### config.mk
export PLATFORM = sky130hd
export DESIGN_NAME = fifo_with_key_search_top_flat
export DESIGN_NICKNAME = d
export VERILOG_FILES = /design/src/rtl/fwks_pkg.sv /design/src/rtl/fwks_if.sv /design/src/rtl/fwks_ctrl.sv /design/src/rtl/fwks_dp.sv /design/src/rtl/fifo_with_key_search_top.sv /design/src/flat_wrapper.sv
export SDC_FILE = /design/constraint.sdc
export NUM_CORES = 1
export LEC_CHECK = 0
export BUFFER_PORTS_ARGS = -buffer_cell sky130_fd_sc_hd__buf_2
export CELL_PAD_IN_SITES_DETAIL_PLACEMENT = 0
export CELL_PAD_IN_SITES_GLOBAL_PLACEMENT = 2
export CORE_MARGIN = 4
export CORE_UTILIZATION = 48
export DETAILED_ROUTE_END_ITERATION = 8
export GPL_TIMING_DRIVEN = 0
export PLACE_DENSITY_LB_ADDON = 0.1
export SLEW_MARGIN = 20
export SYNTH_ARGS = -nofsm -noshare
export SYNTH_HDL_FRONTEND = slang
export SYNTH_HIERARCHICAL = 1
export SYNTH_SLANG_ARGS = --single-unit
### constraint.sdc
create_clock -name clock -period 6.7 [get_ports clock]
set_clock_uncertainty 0.1 [all_clocks]
set_input_delay 1.34 -clock clock [delete_from_list [all_inputs] [get_ports clock]]
set_output_delay 1.34 -clock clock [all_outputs]
set_load 0.1 [all_outputs]
### src/rtl/fwks_pkg.sv
// shared constants, types and helpers for the order queue with key search
package fwks_pkg;

   localparam int DEPTH     = 16;
   localparam int DATA_BITS = 32;
   localparam int IDX_W     = (DEPTH > 1) ? $clog2(DEPTH) : 1;
   localparam int CNT_W     = $clog2(DEPTH + 1);
   localparam int NUM_W     = 16;
   localparam int ODATA_W   = 32;
   localparam int REQ_W     = 2;
   localparam int STS_W     = 2;

   typedef logic [IDX_W-1:0]     idx_type;
   typedef logic [CNT_W-1:0]     cnt_type;
   typedef logic [NUM_W-1:0]     num_type;
   typedef logic [DATA_BITS-1:0] data_type;
   typedef logic [ODATA_W-1:0]   odata_type;

   typedef enum logic [REQ_W-1:0] {
      OP_ENQ  = 2'd0,
      OP_DEQ  = 2'd1,
      OP_SRCH = 2'd2
   } op_type;

   typedef enum logic [STS_W-1:0] {
      STS_OK    = 2'd0,
      STS_EMPTY = 2'd1,
      STS_FULL  = 2'd2
   } status_type;

   typedef enum logic [2:0] {
      ST_IDLE,
      ST_DECODE,
      ST_DEQ_WB,
      ST_SRCH,
      ST_FINISH
   } state_type;

   typedef struct packed {
      num_type  num;
      data_type data;
   } entry_type;

   // controller to datapath
   typedef struct packed {
      logic latch_req;
      logic enq;
      logic deq_rd;
      logic deq_done;
      logic srch_init;
      logic srch_step;
      logic load_rsp;
   } ctrl_cmd_type;

   // datapath to controller
   typedef struct packed {
      op_type op;
      logic   full;
      logic   empty;
      logic   srch_done;
   } dp_stat_type;

   function automatic idx_type next_idx(idx_type i);
      idx_type r;
      if (i == idx_type'(DEPTH - 1)) begin
         r = '0;
      end else begin
         r = i + idx_type'(1);
      end
      return r;
   endfunction

endpackage

### src/rtl/fwks_if.sv
// request and response channel interfaces
interface fwks_req_if;
   logic                          valid;
   logic                          ready;
   logic [fwks_pkg::REQ_W-1:0]    req_type;
   logic [fwks_pkg::NUM_W-1:0]    order_number;
   logic [fwks_pkg::ODATA_W-1:0]  order_data;

   modport source (output valid, output req_type, output order_number,
                   output order_data, input ready);
   modport sink   (input valid, input req_type, input order_number,
                   input order_data, output ready);
endinterface

interface fwks_rsp_if;
   logic                          valid;
   logic                          ready;
   logic [fwks_pkg::STS_W-1:0]    status;
   logic                          found;
   logic [fwks_pkg::NUM_W-1:0]    out_order_number;
   logic [fwks_pkg::ODATA_W-1:0]  out_order_data;
   logic                          queue_empty;

   modport source (output valid, output status, output found,
                   output out_order_number, output out_order_data,
                   output queue_empty, input ready);
   modport sink   (input valid, input status, input found,
                   input out_order_number, input out_order_data,
                   input queue_empty, output ready);
endinterface

### src/rtl/fwks_ctrl.sv
// sequencing state machine and response handshake
module fwks_ctrl (
   input  logic                   clock,
   input  logic                   reset,
   input  logic                   req_valid,
   output logic                   req_ready,
   output logic                   rsp_valid,
   input  logic                   rsp_ready,
   input  fwks_pkg::dp_stat_type  stat,
   output fwks_pkg::ctrl_cmd_type cmd
);

   fwks_pkg::state_type state_ff, state_in;
   logic                rsp_valid_ff, rsp_valid_in;

   always_ff @(posedge clock) begin
      if (reset) begin
         state_ff     <= fwks_pkg::ST_IDLE;
         rsp_valid_ff <= 1'b0;
      end else begin
         state_ff     <= state_in;
         rsp_valid_ff <= rsp_valid_in;
      end
   end

   always_comb begin
      state_in  = state_ff;
      cmd       = '0;
      req_ready = 1'b0;
      unique case (state_ff)
         fwks_pkg::ST_IDLE: begin
            req_ready = 1'b1;
            if (req_valid) begin
               cmd.latch_req = 1'b1;
               state_in      = fwks_pkg::ST_DECODE;
            end
         end
         fwks_pkg::ST_DECODE: begin
            unique case (stat.op)
               fwks_pkg::OP_ENQ: begin
                  cmd.enq  = 1'b1;
                  state_in = fwks_pkg::ST_FINISH;
               end
               fwks_pkg::OP_DEQ: begin
                  cmd.deq_rd = 1'b1;
                  state_in   = stat.empty ? fwks_pkg::ST_FINISH : fwks_pkg::ST_DEQ_WB;
               end
               fwks_pkg::OP_SRCH: begin
                  cmd.srch_init = 1'b1;
                  state_in      = fwks_pkg::ST_SRCH;
               end
               // unused request code: plain response
               default: state_in = fwks_pkg::ST_FINISH;
            endcase
         end
         fwks_pkg::ST_DEQ_WB: begin
            cmd.deq_done = 1'b1;
            state_in     = fwks_pkg::ST_FINISH;
         end
         fwks_pkg::ST_SRCH: begin
            cmd.srch_step = 1'b1;
            if (stat.srch_done) begin
               state_in = fwks_pkg::ST_FINISH;
            end
         end
         fwks_pkg::ST_FINISH: begin
            // wait for the output register to free up
            if (!rsp_valid_ff || rsp_ready) begin
               cmd.load_rsp = 1'b1;
               state_in     = fwks_pkg::ST_IDLE;
            end
         end
         default: state_in = fwks_pkg::ST_IDLE;
      endcase
   end

   always_comb begin
      if (cmd.load_rsp) begin
         rsp_valid_in = 1'b1;
      end else if (rsp_ready) begin
         rsp_valid_in = 1'b0;
      end else begin
         rsp_valid_in = rsp_valid_ff;
      end
   end

   assign rsp_valid = rsp_valid_ff;

endmodule

### src/rtl/fwks_dp.sv
// entry memory, queue pointers, search walker and response register
module fwks_dp (
   input  logic                          clock,
   input  logic                          reset,
   input  fwks_pkg::ctrl_cmd_type        cmd,
   output fwks_pkg::dp_stat_type         stat,
   input  logic [fwks_pkg::REQ_W-1:0]    req_type,
   input  logic [fwks_pkg::NUM_W-1:0]    order_number,
   input  logic [fwks_pkg::ODATA_W-1:0]  order_data,
   output logic [fwks_pkg::STS_W-1:0]    status,
   output logic                          found,
   output logic [fwks_pkg::NUM_W-1:0]    out_order_number,
   output logic [fwks_pkg::ODATA_W-1:0]  out_order_data,
   output logic                          queue_empty
);

   fwks_pkg::entry_type mem [fwks_pkg::DEPTH];
   fwks_pkg::entry_type rd_ff;
   fwks_pkg::idx_type   rd_addr;
   logic                mem_we;

   fwks_pkg::idx_type    head_ff, head_in, tail_ff, tail_in, ptr_ff, ptr_in;
   fwks_pkg::cnt_type    count_ff, count_in, left_ff, left_in;
   logic                 cmp_valid_ff, cmp_valid_in;
   fwks_pkg::op_type     op_ff, op_in;
   fwks_pkg::num_type    key_ff, key_in;
   fwks_pkg::data_type   wdata_ff, wdata_in;
   fwks_pkg::status_type sts_ff, sts_in;
   logic                 hit_ff, hit_in;
   fwks_pkg::num_type    onum_ff, onum_in;
   fwks_pkg::odata_type  odata_ff, odata_in;

   logic [fwks_pkg::STS_W-1:0]   rsp_status_ff, rsp_status_in;
   logic                         rsp_found_ff, rsp_found_in;
   fwks_pkg::num_type            rsp_num_ff, rsp_num_in;
   fwks_pkg::odata_type          rsp_data_ff, rsp_data_in;
   logic                         rsp_empty_ff, rsp_empty_in;

   logic full, empty;

   assign full  = (count_ff == fwks_pkg::cnt_type'(fwks_pkg::DEPTH));
   assign empty = (count_ff == '0);

   always_ff @(posedge clock) begin
      if (reset) begin
         head_ff      <= '0;
         tail_ff      <= '0;
         count_ff     <= '0;
         left_ff      <= '0;
         cmp_valid_ff <= 1'b0;
      end else begin
         head_ff      <= head_in;
         tail_ff      <= tail_in;
         count_ff     <= count_in;
         left_ff      <= left_in;
         cmp_valid_ff <= cmp_valid_in;
      end
   end

   always_ff @(posedge clock) begin
      ptr_ff        <= ptr_in;
      op_ff         <= op_in;
      key_ff        <= key_in;
      wdata_ff      <= wdata_in;
      sts_ff        <= sts_in;
      hit_ff        <= hit_in;
      onum_ff       <= onum_in;
      odata_ff      <= odata_in;
      rsp_status_ff <= rsp_status_in;
      rsp_found_ff  <= rsp_found_in;
      rsp_num_ff    <= rsp_num_in;
      rsp_data_ff   <= rsp_data_in;
      rsp_empty_ff  <= rsp_empty_in;
   end

   // single write port at the tail, single registered read port
   assign rd_addr = cmd.srch_step ? ptr_ff : head_ff;

   always_ff @(posedge clock) begin
      if (mem_we) begin
         mem[tail_ff] <= '{num: key_ff, data: wdata_ff};
      end
      rd_ff <= mem[rd_addr];
   end

   always_comb begin
      head_in       = head_ff;
      tail_in       = tail_ff;
      count_in      = count_ff;
      ptr_in        = ptr_ff;
      left_in       = left_ff;
      cmp_valid_in  = 1'b0;
      op_in         = op_ff;
      key_in        = key_ff;
      wdata_in      = wdata_ff;
      sts_in        = sts_ff;
      hit_in        = hit_ff;
      onum_in       = onum_ff;
      odata_in      = odata_ff;
      mem_we        = 1'b0;
      rsp_status_in = rsp_status_ff;
      rsp_found_in  = rsp_found_ff;
      rsp_num_in    = rsp_num_ff;
      rsp_data_in   = rsp_data_ff;
      rsp_empty_in  = rsp_empty_ff;

      if (cmd.latch_req) begin
         op_in    = fwks_pkg::op_type'(req_type);
         key_in   = order_number;
         wdata_in = fwks_pkg::data_type'(order_data);
         sts_in   = fwks_pkg::STS_OK;
         hit_in   = 1'b0;
         onum_in  = '0;
         odata_in = '0;
      end

      if (cmd.enq) begin
         if (full) begin
            sts_in = fwks_pkg::STS_FULL;
         end else begin
            mem_we   = 1'b1;
            tail_in  = fwks_pkg::next_idx(tail_ff);
            count_in = count_ff + fwks_pkg::cnt_type'(1);
         end
      end

      if (cmd.deq_rd && empty) begin
         sts_in = fwks_pkg::STS_EMPTY;
      end

      if (cmd.deq_done) begin
         onum_in  = rd_ff.num;
         odata_in = fwks_pkg::odata_type'(rd_ff.data);
         head_in  = fwks_pkg::next_idx(head_ff);
         count_in = count_ff - fwks_pkg::cnt_type'(1);
      end

      if (cmd.srch_init) begin
         ptr_in  = head_ff;
         left_in = count_ff;
      end

      // read one entry per cycle, compare it the cycle after
      if (cmd.srch_step && (left_ff != '0)) begin
         cmp_valid_in = 1'b1;
         ptr_in       = fwks_pkg::next_idx(ptr_ff);
         left_in      = left_ff - fwks_pkg::cnt_type'(1);
      end

      if (cmp_valid_ff && (rd_ff.num == key_ff)) begin
         hit_in = 1'b1;
      end

      if (cmd.load_rsp) begin
         rsp_status_in = sts_ff;
         rsp_found_in  = hit_ff;
         rsp_num_in    = onum_ff;
         rsp_data_in   = odata_ff;
         rsp_empty_in  = empty;
      end
   end

   assign stat.op        = op_ff;
   assign stat.full      = full;
   assign stat.empty     = empty;
   assign stat.srch_done = (left_ff == '0) && !cmp_valid_ff;

   assign status           = rsp_status_ff;
   assign found            = rsp_found_ff;
   assign out_order_number = rsp_num_ff;
   assign out_order_data   = rsp_data_ff;
   assign queue_empty      = rsp_empty_ff;

endmodule

### src/rtl/fifo_with_key_search_top.sv
// top level of the order queue with key search
//
//   channel   role     handshake          payload
//   req_chan  input    valid/ready        req_type, order_number, order_data
//   rsp_chan  output   valid/ready        status, found, out_order_number,
//                                         out_order_data, queue_empty
//
// one item at a time; the entry memory has a single read port, so a search walks the
// queue one entry a cycle from the head, and each read is registered before its compare.
// synchronous reset clears pointers and count; the entry memory is not cleared.
// a waiting result sits in the output register while the next item is taken;
// the block only holds off at the end of that item until the result is taken.
module fifo_with_key_search_top (
   input  logic         clock,
   input  logic         reset,
   fwks_req_if.sink     req_chan,
   fwks_rsp_if.source   rsp_chan
);

   fwks_pkg::ctrl_cmd_type cmd;
   fwks_pkg::dp_stat_type  stat;

   fwks_ctrl u_ctrl (
      .clock     (clock),
      .reset     (reset),
      .req_valid (req_chan.valid),
      .req_ready (req_chan.ready),
      .rsp_valid (rsp_chan.valid),
      .rsp_ready (rsp_chan.ready),
      .stat      (stat),
      .cmd       (cmd)
   );

   fwks_dp u_dp (
      .clock            (clock),
      .reset            (reset),
      .cmd              (cmd),
      .stat             (stat),
      .req_type         (req_chan.req_type),
      .order_number     (req_chan.order_number),
      .order_data       (req_chan.order_data),
      .status           (rsp_chan.status),
      .found            (rsp_chan.found),
      .out_order_number (rsp_chan.out_order_number),
      .out_order_data   (rsp_chan.out_order_data),
      .queue_empty      (rsp_chan.queue_empty)
   );

endmodule
### src/flat_wrapper.sv
// flat-port wrapper written by rule: the top's interface ports become plain ports
module fifo_with_key_search_top_flat 
  (clock, reset, req_chan_valid, req_chan_req_type, req_chan_order_number, req_chan_order_data, req_chan_ready, rsp_chan_valid, rsp_chan_status, rsp_chan_found, rsp_chan_out_order_number, rsp_chan_out_order_data, rsp_chan_queue_empty, rsp_chan_ready);
  fwks_req_if req_chan_i ();
  fwks_rsp_if rsp_chan_i ();
  input  logic clock;
  input  logic reset;
  input wire logic [$bits(req_chan_i.valid)-1:0] req_chan_valid;
  input wire logic [$bits(req_chan_i.req_type)-1:0] req_chan_req_type;
  input wire logic [$bits(req_chan_i.order_number)-1:0] req_chan_order_number;
  input wire logic [$bits(req_chan_i.order_data)-1:0] req_chan_order_data;
  output wire logic [$bits(req_chan_i.ready)-1:0] req_chan_ready;
  output wire logic [$bits(rsp_chan_i.valid)-1:0] rsp_chan_valid;
  output wire logic [$bits(rsp_chan_i.status)-1:0] rsp_chan_status;
  output wire logic [$bits(rsp_chan_i.found)-1:0] rsp_chan_found;
  output wire logic [$bits(rsp_chan_i.out_order_number)-1:0] rsp_chan_out_order_number;
  output wire logic [$bits(rsp_chan_i.out_order_data)-1:0] rsp_chan_out_order_data;
  output wire logic [$bits(rsp_chan_i.queue_empty)-1:0] rsp_chan_queue_empty;
  input wire logic [$bits(rsp_chan_i.ready)-1:0] rsp_chan_ready;
  assign req_chan_i.valid = req_chan_valid;
  assign req_chan_i.req_type = req_chan_req_type;
  assign req_chan_i.order_number = req_chan_order_number;
  assign req_chan_i.order_data = req_chan_order_data;
  assign req_chan_ready = req_chan_i.ready;
  assign rsp_chan_valid = rsp_chan_i.valid;
  assign rsp_chan_status = rsp_chan_i.status;
  assign rsp_chan_found = rsp_chan_i.found;
  assign rsp_chan_out_order_number = rsp_chan_i.out_order_number;
  assign rsp_chan_out_order_data = rsp_chan_i.out_order_data;
  assign rsp_chan_queue_empty = rsp_chan_i.queue_empty;
  assign rsp_chan_i.ready = rsp_chan_ready;
  fifo_with_key_search_top u_core (.clock(clock), .reset(reset), .req_chan(req_chan_i), .rsp_chan(rsp_chan_i));
endmodule
==> out/qor.csv <==
stage,metric,value,unit
power,max-vdd-ir-drop,0.000238,V
clocking,hold_buffers,0,
power,leakage,17.1,nW
placement,port_buffers,107,
final_layout,finalNonFillerCells,3393,
die,start_util,48.7,%
route,routed_via_density,5.54,
die,io_pins,108,
min_path,hold_path.class,flip-flop to flip-flop,
final_layout,fillers,5786,
grt,overflow,0,
sta,setup_viol,0,
critical_path,startpoint_type,flip-flop,
clocking,post-cts-setup-buffers,0,
final_layout,multi_input_area,7290,µm²
sta,final.min_clock_period,4040,ps
min_path,hold_path.startpoint,u_core/u_dp/odata_ff[28],
synthesis,synth_nets,2064,
sta,holdWs,317,ps
synthesis,synth_area,37100,µm²
die,rows,101,
route,wl_per_cell,26.1,µm
final_layout,area_growth,17.7,%
clocking,clkLatencyLatePin,640,ps
critical_path,worst_ep_required_time,6960,ps
sta,rsz0062_at_grt,no,
clocking,cts_resized,0,
clocking,clk_pin_slew_worst_paths,60,ps
sta,maxSlewViolCount,0,
grt,grt.total_usage,21.6,%
power,finalPower,13.2,mW
die,die_x,286,µm
route,drc_errors,0,
clocking,root_buffer,clkbuf_16,
final_layout,num_antenna_cells,0,
synthesis,syn-mean-instance-area,18.6,µm²
route,drt-total-wl,88700,µm
placement,dp_hpwl,57100,µm
critical_path,crit_type,flip-flop to flip-flop,
critical_path,r2r_start,u_core/u_dp/op_ff[0],
route,drt_iter0_markers,1489,
clocking,clockBufferDepth,3,
final_layout,fin_area,43600,µm²
synthesis,yosys_warnings,6,
die,dieArea,81800,µm²
clocking,cts_tree,yes,
grt,antenna_found_initial,1,
critical_path,cp_data_arrival_time,4300,ps
grt,grt_pass1_wl,129000,µm
outcome,status,completed,
route,vias,18800,
placement,dp.cells,3199,
synthesis,syn_inst,1995,
route,ant_nets,0,
grt,grt_max_degree,53,
sta,tns,0,ps
route,drtPass1Iterations,5,
clocking,cts_max_level,3,
sta,tightestPinTransition,1050,ps
sta,period_share,60.2,%
critical_path,reg2regPathDepth,13,
grt,grt_pass1_vias,18900,
power,powerDensity,302,nW/µm²
final_layout,drive_above_1_share,19.3,%
critical_path,rr_endpoint,u_core/u_dp/mem[1][23],
clocking,clock-sinks,996,
min_path,min_to,u_core/u_dp/out_order_data[28],
placement,place_area,40100,µm²
clocking,cts_buffers,103,
min_path,whs_path_depth,0,
final_layout,nets,2343,
die,dieHeight,286,µm
job,maxCapViolCount,0,
placement,gp_congestion,0.747,
sta,slew_headroom,30.0,%
die,coreArea,76200,µm²
critical_path,critPathMaxFanout,10,
sta,max_freq,0.248,GHz
critical_path,reg2reg_slack,2660,ps
sta,hold_viol_final,0,
final_layout,register_area,29200,µm²
critical_path,crit_path_end_kind,flip-flop,
==> worst max path at each step <==
stage,cells past startpoint,from,endpoint,slack (ps)
6_report,13,u_core/u_dp/op_ff[0],u_core/u_dp/mem[1][23],2660
2_1_floorplan,8,u_core/u_dp/op_ff[0],u_core/u_dp/mem[0][0],1200
5_1_grt,13,u_core/u_dp/op_ff[0],u_core/u_dp/mem[1][24],2400
4_1_cts,13,u_core/u_dp/op_ff[0],u_core/u_dp/mem[1][23],2660
3_3_place_gp,8,u_core/u_dp/op_ff[0],u_core/u_dp/mem[1][22],-3860
3_5_place_dp,13,u_core/u_dp/op_ff[0],u_core/u_dp/mem[1][22],2670
==> cell type report <==
cell class                      count  area share, %
Multi-Input combinational cell    877           16.7
Inverter                           18          0.155
Sequential cell                   996           66.8
Buffer                            104           1.55
Clock buffer                      139           6.75
Timing Repair Buffer              174           3.60
Clock inverter                     55           1.45
Tap cell                         1030           2.95
==> registers in the layout, summed over array words and instances, names as in the netlist <==
signal and count:
u_core/u_dp/sts_ff 2, u_core/u_dp/ptr_ff 4, u_core/u_dp/odata_ff 32, u_core/u_dp/head_ff 4, u_core/u_dp/mem 768, u_core/u_dp/wdata_ff 32, u_core/u_dp/queue_empty 1, u_core/u_ctrl/rsp_valid 1
u_core/u_dp/hit_ff 1, u_core/u_dp/rd_ff 48, u_core/u_dp/out_order_number 16, u_core/u_dp/key_ff 16, u_core/u_dp/cmp_valid_ff 1, u_core/u_dp/onum_ff 16, u_core/u_dp/tail_ff 4, u_core/u_dp/op_ff 2
u_core/u_dp/left_ff 5, u_core/u_dp/status 2, u_core/u_dp/found 1, u_core/u_ctrl/state_ff 3, u_core/u_dp/out_order_data 32, u_core/u_dp/count_ff 5
==> cells in the final DEF, fill, tap and decap left out, types with 6 or more instances in the layout <==
cell type and count:
buf_16 12, o21ai_0 8, and2_1 49, clkbuf_8 17, edfxtp_1 922, nor2_1 15
clkbuf_16 106, inv_1 18, buf_2 142, clkinv_2 22, a21oi_1 15, nand2_1 12
nor3_1 7, dfxtp_1 74, clkinv_1 8, or4_1 49, buf_6 31, bufinv_16 13
o22ai_1 192, clkinvlp_4 7, o21ai_2 6, clkbuf_1 43, buf_12 22, mux2i_1 390
buf_4 40, nor2_4 13, ha_1 14, nand2b_1 6, xnor2_1 18
==> report_power, final <==
| part | internal (mW) | total [mW] | switching, mW |
|---|---|---|---|
| registers | 6.91 | 7.02 | 0.109 |
| clock network | 3.58 | 5.90 | 2.32 |
| logic | 0.0713 | 0.271 | 0.200 |
==> metal layers <==
layer  part of all wire (%)  GRT usage [%]
met2                     49           36.3
met1                     44           29.8
met4                    2.0           5.36
met3                    5.3           3.78
met5                  0.015              0
==> per-stage QoR <==
step,util [%],setup slack [ps]
after floorplan,-,1200
after global placement,51.1,-3860
after detailed placement,52.6,2670
after CTS,57.3,2660
after global routing,57.3,2400
final,57.3,2660
==> critical path: stages (launching register included) <==
cell and delay (ps):
edfxtp_1 410, inv_1 120, ha_1 160, and3_1 230, inv_1 110, a21oi_1 380
clkbuf_1 460, nand2_1 350, nor3_2 400, buf_4 240, buf_4 180, buf_4 200
buf_4 220, buf_4 180
Power figures use the tool's default switching activity.
